<file path="src/design/mlss_pkg.sv">
`timescale 1ns / 1ps
`default_nettype none

package mlss_pkg;

  // Configuration register indexes
  localparam logic [2:0] REG_OWNER_ID        = 3'd0;
  localparam logic [2:0] REG_RESET_CMD       = 3'd1;
  localparam logic [2:0] REG_DIGEST_CMD      = 3'd2;
  localparam logic [2:0] REG_INFO_CMD        = 3'd3;
  localparam logic [2:0] REG_FIRST_INFO_SEL  = 3'd4;
  localparam logic [2:0] REG_SECOND_INFO_SEL = 3'd5;

  // Action codes
  localparam logic [1:0] ACT_NONE = 2'd0;
  localparam logic [1:0] ACT_READ = 2'd1;
  localparam logic [1:0] ACT_SEND = 2'd2;

  // Command byte markers reported by the link
  localparam logic [7:0] SEEN_CLEARED = 8'd0;
  localparam logic [7:0] SEEN_INVALID = 8'hFF;

  typedef enum logic [3:0] {
    PH_RESET       = 4'd0,
    PH_CLAIM       = 4'd1,
    PH_READ_STATUS = 4'd2,
    PH_WAIT_STATUS = 4'd3,
    PH_WAIT_RESET  = 4'd4,
    PH_WAIT_DIGEST = 4'd5,
    PH_WAIT_INFO1  = 4'd6,
    PH_WAIT_INFO2  = 4'd7,
    PH_CONFIRM     = 4'd8,
    PH_FINISH      = 4'd9,
    PH_DONE        = 4'd10
  } phase_t;

  // Register file contents handed to the sequencer
  typedef struct packed {
    logic [7:0] owner_id;
    logic [7:0] reset_cmd;
    logic [7:0] digest_cmd;
    logic [7:0] info_cmd;
    logic [7:0] first_info_sel;
    logic [7:0] second_info_sel;
  } cfg_t;

  // One poll tick
  typedef struct packed {
    logic       restart;
    logic       status_pending;
    logic [7:0] seen_command;
    logic       reply_ready;
  } tick_t;

  // One result
  typedef struct packed {
    logic [1:0] action_kind;
    logic [7:0] command_out;
    logic [7:0] selector_out;
    logic       claim_pulse;
    logic       release_pulse;
    logic       busy_flag;
    logic       done_flag;
    logic [3:0] current_phase;
  } res_t;

endpackage

`default_nettype wire

</file>
<file path="src/design/mlss_cfg.sv">
`timescale 1ns / 1ps
`default_nettype none

module mlss_cfg
  import mlss_pkg::*;
(
  input  wire logic       clk,
  input  wire logic       rst,
  input  wire logic       cfg_we,
  input  wire logic [2:0] cfg_index,
  input  wire logic [7:0] cfg_data,
  output cfg_t            cfg
);

  // Register file; writes to unused indexes fall through the default arm
  always_ff @(posedge clk) begin
    if (rst) begin
      cfg <= '0;
    end else if (cfg_we) begin
      case (cfg_index)
        REG_OWNER_ID:        cfg.owner_id        <= cfg_data;
        REG_RESET_CMD:       cfg.reset_cmd       <= cfg_data;
        REG_DIGEST_CMD:      cfg.digest_cmd      <= cfg_data;
        REG_INFO_CMD:        cfg.info_cmd        <= cfg_data;
        REG_FIRST_INFO_SEL:  cfg.first_info_sel  <= cfg_data;
        REG_SECOND_INFO_SEL: cfg.second_info_sel <= cfg_data;
        default: ;
      endcase
    end
  end

endmodule

`default_nettype wire

</file>
<file path="src/design/mlss_step.sv">
`timescale 1ns / 1ps
`default_nettype none

module mlss_step
  import mlss_pkg::*;
(
  input  wire logic  clk,
  input  wire logic  rst,
  input  wire logic  fire,
  input  wire tick_t tick,
  input  wire cfg_t  cfg,
  output res_t       res
);

  phase_t phase, phase_next;
  logic   holding, holding_next;
  logic   finished, finished_next;

  // Phase decode for one tick
  always_comb begin
    phase_t ph;
    logic   hold_v;
    logic   fin_v;
    ph     = phase;
    hold_v = holding;
    fin_v  = finished;
    res    = '0;
    // restart clears state, then the reset phase runs in the same tick
    if (tick.restart) begin
      ph     = PH_RESET;
      hold_v = 1'b0;
      fin_v  = 1'b0;
    end
    phase_next = ph;
    case (ph)
      PH_RESET: begin
        res.release_pulse = 1'b1;
        phase_next        = PH_CLAIM;
      end
      PH_CLAIM: begin
        res.claim_pulse = 1'b1;
        hold_v          = 1'b1;
        phase_next      = PH_READ_STATUS;
      end
      PH_READ_STATUS: begin
        res.action_kind = ACT_READ;
        phase_next      = PH_WAIT_STATUS;
      end
      PH_WAIT_STATUS: begin
        if (!tick.status_pending) begin
          res.action_kind = ACT_SEND;
          res.command_out = cfg.reset_cmd;
          phase_next      = PH_WAIT_RESET;
        end
      end
      PH_WAIT_RESET: begin
        if (tick.seen_command == SEEN_CLEARED) begin
          res.action_kind = ACT_SEND;
          res.command_out = cfg.digest_cmd;
          phase_next      = PH_WAIT_DIGEST;
        end
      end
      PH_WAIT_DIGEST: begin
        if (tick.reply_ready) begin
          res.action_kind  = ACT_SEND;
          res.command_out  = cfg.info_cmd;
          res.selector_out = cfg.first_info_sel;
          phase_next       = PH_WAIT_INFO1;
        end
      end
      PH_WAIT_INFO1: begin
        if (tick.reply_ready) begin
          res.action_kind  = ACT_SEND;
          res.command_out  = cfg.info_cmd;
          res.selector_out = cfg.second_info_sel;
          phase_next       = PH_WAIT_INFO2;
        end
      end
      PH_WAIT_INFO2: begin
        if (tick.reply_ready && tick.seen_command != SEEN_INVALID) begin
          phase_next = PH_CONFIRM;
        end
      end
      PH_CONFIRM: begin
        if (tick.reply_ready) begin
          phase_next = PH_FINISH;
        end
      end
      PH_FINISH: begin
        res.release_pulse = 1'b1;
        hold_v            = 1'b0;
        fin_v             = 1'b1;
        phase_next        = PH_DONE;
      end
      default: ;  // done and unreachable codes hold with no action
    endcase
    holding_next      = hold_v;
    finished_next     = fin_v;
    res.busy_flag     = hold_v;
    res.done_flag     = fin_v;
    res.current_phase = phase_next;
  end

  // Sequencer state advances on each transferred tick
  always_ff @(posedge clk) begin
    if (rst) begin
      phase    <= PH_RESET;
      holding  <= 1'b0;
      finished <= 1'b0;
    end else if (fire) begin
      phase    <= phase_next;
      holding  <= holding_next;
      finished <= finished_next;
    end
  end

endmodule

`default_nettype wire

</file>
<file path="src/design/motor_link_startup_sequencer.sv">
`timescale 1ns / 1ps
`default_nettype none
// Path: each tick passes the input register, the phase decode and then the result register.
// Throughput: one poll tick per cycle while the result stream is not stalled, set by the
// single phase decode between the two registers; while a result waits, the input register
// takes at most one more tick.
// Reset (rst, synchronous): phase to reset, holding and finished cleared, all
// configuration registers to 0, both stream stages emptied.

module motor_link_startup_sequencer
  import mlss_pkg::*;
(
  input  wire logic        clk,
  input  wire logic        rst,
  // configuration write port
  input  wire logic        cfg_we,
  input  wire logic [2:0]  cfg_index,
  input  wire logic [7:0]  cfg_data,
  // poll tick stream
  input  wire logic        s_tvalid,
  output logic             s_tready,
  // [0] restart, [1] status_pending, [9:2] seen_command, [10] reply_ready, [15:11] zero
  input  wire logic [15:0] s_tdata,
  // result stream
  output logic             m_tvalid,
  input  wire logic        m_tready,
  // [7:0] command_out, [15:8] selector_out, [16] claim_pulse, [17] release_pulse,
  // [18] busy_flag, [19] done_flag, [23:20] current_phase
  output logic [23:0]      m_tdata,
  // [1:0] action_kind
  output logic [1:0]       m_tuser
);

  cfg_t  cfg;
  tick_t tick;
  res_t  res;
  res_t  res_q;
  logic  tick_valid;
  logic  out_free;
  logic  fire;

  mlss_cfg u_cfg (
    .clk       (clk),
    .rst       (rst),
    .cfg_we    (cfg_we),
    .cfg_index (cfg_index),
    .cfg_data  (cfg_data),
    .cfg       (cfg)
  );

  // Stage handshake: a tick is processed when the result register can take it
  assign out_free = !m_tvalid || m_tready;
  assign fire     = tick_valid && out_free;
  assign s_tready = !tick_valid || out_free;

  // Input register
  always_ff @(posedge clk) begin
    if (rst) begin
      tick_valid <= 1'b0;
    end else if (s_tready) begin
      tick_valid <= s_tvalid;
    end
  end

  always_ff @(posedge clk) begin
    if (s_tready && s_tvalid) begin
      tick.restart        <= s_tdata[0];
      tick.status_pending <= s_tdata[1];
      tick.seen_command   <= s_tdata[9:2];
      tick.reply_ready    <= s_tdata[10];
    end
  end

  mlss_step u_step (
    .clk  (clk),
    .rst  (rst),
    .fire (fire),
    .tick (tick),
    .cfg  (cfg),
    .res  (res)
  );

  // Result register
  always_ff @(posedge clk) begin
    if (rst) begin
      m_tvalid <= 1'b0;
    end else if (out_free) begin
      m_tvalid <= tick_valid;
    end
  end

  always_ff @(posedge clk) begin
    if (fire) begin
      res_q <= res;
    end
  end

  assign m_tdata = {res_q.current_phase, res_q.done_flag, res_q.busy_flag,
                    res_q.release_pulse, res_q.claim_pulse,
                    res_q.selector_out, res_q.command_out};
  assign m_tuser = res_q.action_kind;

  // owner_id only tags transport claims outside this block
  logic [7:0] owner_unused;
  assign owner_unused = cfg.owner_id;

endmodule

`default_nettype wire
</file>
<file path="config.mk">
export PLATFORM = sky130hd
export DESIGN_NAME = motor_link_startup_sequencer
export DESIGN_NICKNAME = d
export VERILOG_FILES = /design/src/design/mlss_pkg.sv /design/src/design/mlss_cfg.sv /design/src/design/mlss_step.sv /design/src/design/motor_link_startup_sequencer.sv
export SDC_FILE = /design/constraint.sdc
export NUM_CORES = 1
export LEC_CHECK = 0
export BUFFER_PORTS_ARGS = -buffer_cell sky130_fd_sc_hd__buf_2
export CAP_MARGIN = 20
export CORE_UTILIZATION = 50
export CTS_CLUSTER_DIAMETER = 50
export DETAILED_ROUTE_END_ITERATION = 10
export MAX_ROUTING_LAYER = met4
export PLACE_DENSITY_LB_ADDON = 0.05
export SLEW_MARGIN = 20
export SYNTH_ARGS = -nofsm -noshare
export SYNTH_HDL_FRONTEND = slang
export SYNTH_SLANG_ARGS = --single-unit
</file>
<file path="constraint.sdc">
create_clock -name clk -period 1.7 [get_ports clk]
set_input_delay 0.34 -clock clk [delete_from_list [all_inputs] [get_ports clk]]
set_output_delay 0.34 -clock clk [all_outputs]
set_load 0.05 [all_outputs]
</file>
==> out/summary.log, run 1 <==
[grt] global-route usage over all layers 21.85%
[synthesis] Simple-Gate Fraction of Synth Area 17.26%
[sta] Highest Clock Rate 609.0 MHz
[finish] fin nets 435
[floorplanning] Rows 29
[sta] final period utilization 96.59%
[floorplanning] width of the die 84.64 um
[place] routability congestion estimate 0.8611
[floorplanning] count of pins on the block boundary 60
[sta] count of final hold-check violations 0
[finish] final instance area 0.004198 mm2
[finish] layout cells sized above 1 30.39%
[synthesis] adder-cell area share of the yosys netlist 0%
[setup_path] Arrival @ worst endpoint 1740 ps
[drt] TritonRoute pass-1 iters 7
[job] maxcap violations 0
[floorplanning] Initial Utilization 52.87%
[setup_path] endpoint class of the critical path flop
[synthesis] number of warnings reported in the yosys synthesis log 0
[sta] Fin Hold WS 152.2 ps
[cts] cts-stage hold buffer count 0
[finish] total area of multi-input combinational cells 0.001237 mm2
[drt] via count 2577
[sta] Max transition margin 70.35%
[cts] H-tree levels 3
[synthesis] average cell area after synthesis 10.57 um2
[synthesis] proportion of synthesized area in mux cells 4.690%
[drt] final WL 7168 um
[synthesis] post-synthesis net count 355
[synthesis] Unique masters post-synth 46
[synthesis] FF+latch count, synth 85
[place] area after detailed placement 0.003948 mm2
[finish] count of inserted antenna diode cells 0
[synthesis] Post-Syn Instances 323
[finish] final cell utilization of the core 64.99%
[cts] Skew-Pair Late Insertion Delay 350 ps
[place] placement-stage worst setup slack 48.91 ps
[synthesis] Area contributors post-synth edfxtp_1 (33%), dfxtp_1 (28%), nand2_1 (6.0%)
[grt] largest net degree at the start of global routing 18
[finish] fill count 519
[floorplanning] height of the chip 84.64 um
[synthesis] most common flop cell mapped by yosys dfxtp_1
[drt] Routed wire per std cell 14.78 um
[setup_path] largest driver fanout on the critical path 5
[finish] most used cells in the layout excluding fill and tap cells nand2_1 (54), buf_2 (54), dfxtp_1 (43)
[min_path] worst min path class in -> reg
[synthesis] FFs w/ async S/R, synth 0%
[sta] clock skew 10.85 ps
[power] Pwr Density 1015 mW/mm2
[finish] total area of sequential cells 0.002081 mm2
[grt] initial antenna violation count 0
[grt] global route overflow 0
[sta] setup repair after global routing missed its margin true
[place] HPWL after detailed placement 4933 um
[cts] CTS tree yes
[synthesis] largest family of logic cells by synthesized area simple AND/OR/NAND/NOR gates
[drt] Post-route DRC 0
[power] Leak Pwr 1.607 nW
[drt] detail-routed via count per cell 5.313
[finish] final std cells w/o fill 485
[drt] Detailed Route Iter0 Violations 225
[sta] smallest setup slack after layout 58.01 ps
[setup_path] kind of critical path reg -> reg
[cts] total CTS buffers 9
[place] total instance count after detailed placement 468
[sta] final number of setup-violating endpoints 0
[floorplanning] Core ar. 0.006459 mm2
[power] maximum resistive drop on vdd 0.0006039 V
[drt] Antenna Violating Nets Remaining 0
[sta] final critical path time including I/O delays and setup 1642 ps
[grt] first-pass GRT wire length 11610 um
[cts] total number of clock tree sinks 85
[power] sum of internal, switching and leakage power 4.259 mW
[synthesis] share of the synthesized area in the top cell type 32.54%
[setup_path] CP required 1800 ps
[sta] count of final max-slew check failures 0
[cts] number of buffers on the longest clock path 2
[grt] via count of the first global-routing pass 2302
[cts] CTS Root Cell clkbuf_8
[sta] aggregate negative setup slack 0 ps
[finish] signed area change from the synthesized netlist to the final layout 22.94%
[synthesis] XOR/XNOR Fraction of Synth Area 0.2565%
[cts] clock slew at the register clock pins of the worst setup and hold paths 90 ps
[synthesis] summed instance area of the synthesized netlist 0.003415 mm2
[synthesis] sequential element share of the synthesized area 60.68%
[floorplanning] Die Footprint 0.007164 mm2
[synthesis] Post-synth EDFFs 37
[setup_path] startpoint type of the worst setup path flop
[synthesis] Compound-Gate Fraction of Synth Area 13.41%
[sta] measured slew at the worst slew-check pin 444.7 ps
[outcome] run status finished, final reports clean
[synthesis] area leader, netlist edfxtp_1
[place] count of buffers inserted at the top-level ports 54
synthesized netlist by cell type, types with 2 or more instances:
cell type / instances
a21oi_1: 32
nand4_1: 2
a31oi_1: 2
inv_1: 10
a222oi_1: 8
o21a_1: 2
buf_6: 2
inv_2: 2
clkbuf_1: 9
nor3_2: 2
dfxtp_1: 48
nor3_1: 8
mux2i_1: 16
nor2_2: 2
a22o_1: 8
nor4_1: 2
o21ai_0: 3
nand2b_1: 5
or2_2: 2
or3_1: 4
nand2_1: 55
a211oi_1: 2
o21ai_1: 2
edfxtp_1: 37
and2_1: 2
nor2b_1: 3
nor2_1: 34
logic make-up (layout without fill, tap and decap cells):
| kind of cell | after synthesis | count (layout) |
|---|---|---|
| AOI/OAI and AO/OA | 67 | 67 |
| xor gates and xnor gates | 1 | 1 |
| muxes | 16 | 16 |
| DFF | 85 | 85 |
| and+or+nand+nor | 127 | 127 |
| buffers and inverters | 27 | 112 |
worst max-delay path, stage by stage, from the launching register on:
cell	delay, ps
edfxtp_1	460
nor4_1	80
and4_4	220
or2_4	260
or3_1	370
sequential cells by signal (all words and copies together), names as in the netlist:
register,count
u_step.phase,4
tick_valid,1
u_step.holding,1
u_cfg.cfg,40
tick,11
m_tuser,2
m_tdata,24
m_tvalid,1
u_step.finished,1
metal layers:
| layer | wire (um) | vias to the layer above | GRT usage [%] |
|---|---|---|---|
| li1 | - | 1312 | - |
| met1 | 3566 | 1187 | 31.88 |
| met2 | 3178 | 70 | 30.08 |
| met3 | 302 | 8 | 3.540 |
| met4 | 121 | 0 | 9.245 |
| met5 | 0 | - | - |
worst paths after layout:
path | startpoint | to | slack (ps) | depth (start not counted)
worst max-delay path | tick[10]$_DFFE_PP_ | m_tuser[1]$_DFFE_PP_ | 60 | 4
worst min-delay path | s_tdata[9] | tick[8]$_DFFE_PP_ | 150 | 1
worst max register to register | tick[10]$_DFFE_PP_ | m_tuser[1]$_DFFE_PP_ | 60 | 4
worst min register to register | u_cfg.cfg[23]$_SDFFE_PP0P_ | u_cfg.cfg[23]$_SDFFE_PP0P_ | 460 | 2
cell type report:
type / count / area share [%]
clock buffers: 11 / 3.130
repair buffers: 83 / 12.22
well taps: 77 / 2.295
flip-flops and latches: 85 / 49.57
multi-input cells: 211 / 29.48
inverters: 13 / 1.282
clock inverters: 5 / 2.027
timing repair:
item,in CTS,in global routing
setup buffers,0,1
endpoints found under the setup margin,0,6
resized for setup,0,10
where the power goes:
part	switching (mW)	internal (mW)	leakage [nW]
Combinational	0.296	0.147	0.766
Sequential	0.0402	2.21	0.737
Clock	0.733	0.837	0.104
No activity file was read; power rests on OpenSTA's default activity.
==> run 2, diff against run 1 <==
--- a/config.mk
+++ b/config.mk
@@ -11,7 +11,8 @@
 export CTS_CLUSTER_DIAMETER = 50
 export DETAILED_ROUTE_END_ITERATION = 10
 export MAX_ROUTING_LAYER = met4
-export PLACE_DENSITY_LB_ADDON = 0.05
+export PLACE_DENSITY = 0.81
+export SKIP_CTS_REPAIR_TIMING = 1
 export SLEW_MARGIN = 20
 export SYNTH_ARGS = -nofsm -noshare
 export SYNTH_HDL_FRONTEND = slang
==> run 2 against run 1 <==
  * Core utilization shrank 0.21 points
  * Die area unchanged
  * Critical path type unchanged
  * Register-to-register slack worse by 70 ps
  * Via count rose by 4.4%
  * The flow now finishes with violations (design-rule violations, negative setup slack)
  * Global-route usage is 0.38 points higher
  * Clock power fell by 16%
  * Worst hold slack gained 8.2 ps
  * Highest routed layer unchanged
  * Flip-flop and latch count unchanged
  * Clock-buffer cell count is 2 lower
  * Sequential share of layout area hardly changed
  * Critical endpoint is now m_tdata[5]$_DFFE_PP_
  * Non-clock buffer count rose by 1
  * Critical path depth up 1
==> out/summary.log, run 2 (synthesis results as in run 1) <==
[min_path] worst min path class in -> reg
[cts] CTS Root Cell clkbuf_8
[power] clock network fraction of design power 32.8%
[finish] fin nets 436
[sta] clock skew 9.977 ps
[power] proportion of power drawn by combinational gates 11.2%
[floorplanning] Rows 29
[drt] Detailed Route Iter0 Violations 226
[setup_path] endpoint class of the critical path flop
[sta] count of final hold-check violations 0
[power] sum of internal, switching and leakage power 4.017 mW
[setup_path] kind of critical path reg -> reg
[power] Leak Pwr 1.592 nW
[finish] largest reg by FF count u_cfg.cfg
[setup_path] cell with the biggest individual delay on the critical path edfxtp_1
[cts] total CTS buffers 9
[sta] Max transition margin 68.82%
[setup_path] CP Buf/Inv Count 2
[power] internal power consumption 2.904 mW
[grt] largest net degree at the start of global routing 23
[place] routability congestion estimate 0.8341
[drt] via count 2690
[finish] count of inserted antenna diode cells 0
[power] maximum resistive drop on vdd 0.0005802 V
[job] maxcap violations 0
[finish] fill count 507
[sta] count of final max-slew check failures 0
[cts] number of buffers on the longest clock path 2
[drt] Routed wire per std cell 15.02 um
[cts] clock slew at the register clock pins of the worst setup and hold paths 90 ps
[sta] final critical path time including I/O delays and setup 1709 ps
[floorplanning] height of the chip 84.64 um
[sta] final number of setup-violating endpoints 1
[finish] final cell utilization of the core 64.78%
[setup_path] CP top delay family flip-flops
[grt] global route overflow 0
[finish] total area of sequential cells 0.002074 mm2
[cts] H-tree levels 3
[sta] smallest setup slack after layout -8.667 ps
[drt] final WL 7300 um
[finish] signed area change from the synthesized netlist to the final layout 22.54%
[floorplanning] Core ar. 0.006459 mm2
[drt] Antenna Violating Nets Remaining 0
[sta] Fin Hold WS 160.4 ps
[setup_path] CP required 1790 ps
[floorplanning] Die Footprint 0.007164 mm2
[drt] Post-route DRC 1
[floorplanning] count of pins on the block boundary 60
[sta] measured slew at the worst slew-check pin 467.7 ps
[power] Flop pwr share 56.0%
[setup_path] Arrival @ worst endpoint 1800 ps
[drt] TritonRoute pass-1 iters 9
[place] HPWL after detailed placement 5005 um
[floorplanning] width of the die 84.64 um
[sta] final period utilization 100.5%
[floorplanning] Initial Utilization 52.87%
[power] P_sw 1.113 mW
[grt] first-pass GRT wire length 11920 um
[setup_path] startpoint type of the worst setup path flop
[drt] detail-routed via count per cell 5.535
[cts] CTS tree yes
[setup_path] delay of the slowest critical-path stage 530 ps
[power] Net Sw Frac 27.70%
[grt] initial antenna violation count 0
[finish] layout cells sized above 1 30.07%
[power] Pwr Density 960.1 mW/mm2
[finish] total area of multi-input combinational cells 0.001251 mm2
[finish] max FFs per register 40
[setup_path] largest driver fanout on the critical path 6
[outcome] run status complete, but fails checks
[sta] setup repair after global routing missed its margin true
[sta] Highest Clock Rate 585.3 MHz
[outcome] failing checks design-rule violations, negative setup slack
[grt] global-route usage over all layers 22.23%
[place] count of buffers inserted at the top-level ports 54
[setup_path] cell-by-cell listing of the critical path nor4_2 -> and4_4 -> buf_6 -> a222oi_1 -> inv_1
[cts] Skew-Pair Late Insertion Delay 350 ps
[grt] via count of the first global-routing pass 2511
[finish] most used cells in the layout excluding fill and tap cells nand2_1 (54), buf_2 (54), dfxtp_1 (46)
[cts] total number of clock tree sinks 85
run 2: cell count changes in the layout (fill, tap and decap cells not counted), sizes merged:
cell / before / now
clkbuf: 11 / 9
bufinv: 2 / 0
buf: 83 / 84
clkinvlp: 1 / 3
inv: 14 / 16
run 2: worst reg2reg max path: cells and delay by family (launching register included):
| kind | cells | cell delay [ps] |
|---|---|---|
| AO/OA/AOI/OAI | 1 | 330 |
| buffers and inverters | 2 | 260 |
| flip-flops | 1 | 530 |
| AND/OR/NAND/NOR | 2 | 330 |
run 2: metrics by stage:
| stage | TNS (ps) | cell area, um2 | std cells | worst slack, ps |
|---|---|---|---|---|
| 2_1_floorplan | 0 | 3418 | 323 | 15.11 |
| 3_3_place_gp | 0 | 3933 | 466 | 3.934 |
| 3_5_place_dp | -159.5 | 3933 | 466 | -61.08 |
| 4_1_cts | -373.6 | 4113 | 482 | -96.95 |
| 5_1_grt | -238.7 | 4184 | 486 | -56.26 |
| 6_report | -8.667 | 4184 | 486 | -8.667 |
run 2: area by class of cell:
| class | count | area share, % |
|---|---|---|
| well taps | 77 | 2.303 |
| clock buffers | 9 | 2.961 |
| repair buffers | 84 | 12.62 |
| multi-input cells | 211 | 29.90 |
| clock inverters | 7 | 1.346 |
| flip-flops and latches | 85 | 49.58 |
| inverters | 13 | 1.286 |
run 2: final timing paths:
kind | end | slack (ps) | startpoint | cells after the start
worst min register to register | u_cfg.cfg[1]$_SDFFE_PP0P_ | 460 | u_cfg.cfg[1]$_SDFFE_PP0P_ | 2
worst max register to register | m_tdata[5]$_DFFE_PP_ | -9 | tick[10]$_DFFE_PP_ | 5
worst min-delay path | tick[8]$_DFFE_PP_ | 160 | s_tdata[9] | 1
worst max-delay path | m_tdata[5]$_DFFE_PP_ | -9 | tick[10]$_DFFE_PP_ | 5
run 2: power groups by stage:
stage	Sequential, mW	Combinational [mW]	Clock, mW
after floorplan	2.39	0.182	0
after detailed placement	2.29	0.436	0
final	2.25	0.450	1.32
after global routing	2.26	0.483	1.42
after global placement	2.29	0.427	0
after CTS	2.25	0.438	1.34
run 2: layer usage:
layer | global-route usage (%) | routed length, um | vias to the layer above
met2 | 31.93 | 3390 | 89
li1 | - | - | 1311
met5 | - | 0 | -
met1 | 30.12 | 3420 | 1277
met4 | 10.94 | 129 | 0
met3 | 4.425 | 359 | 13
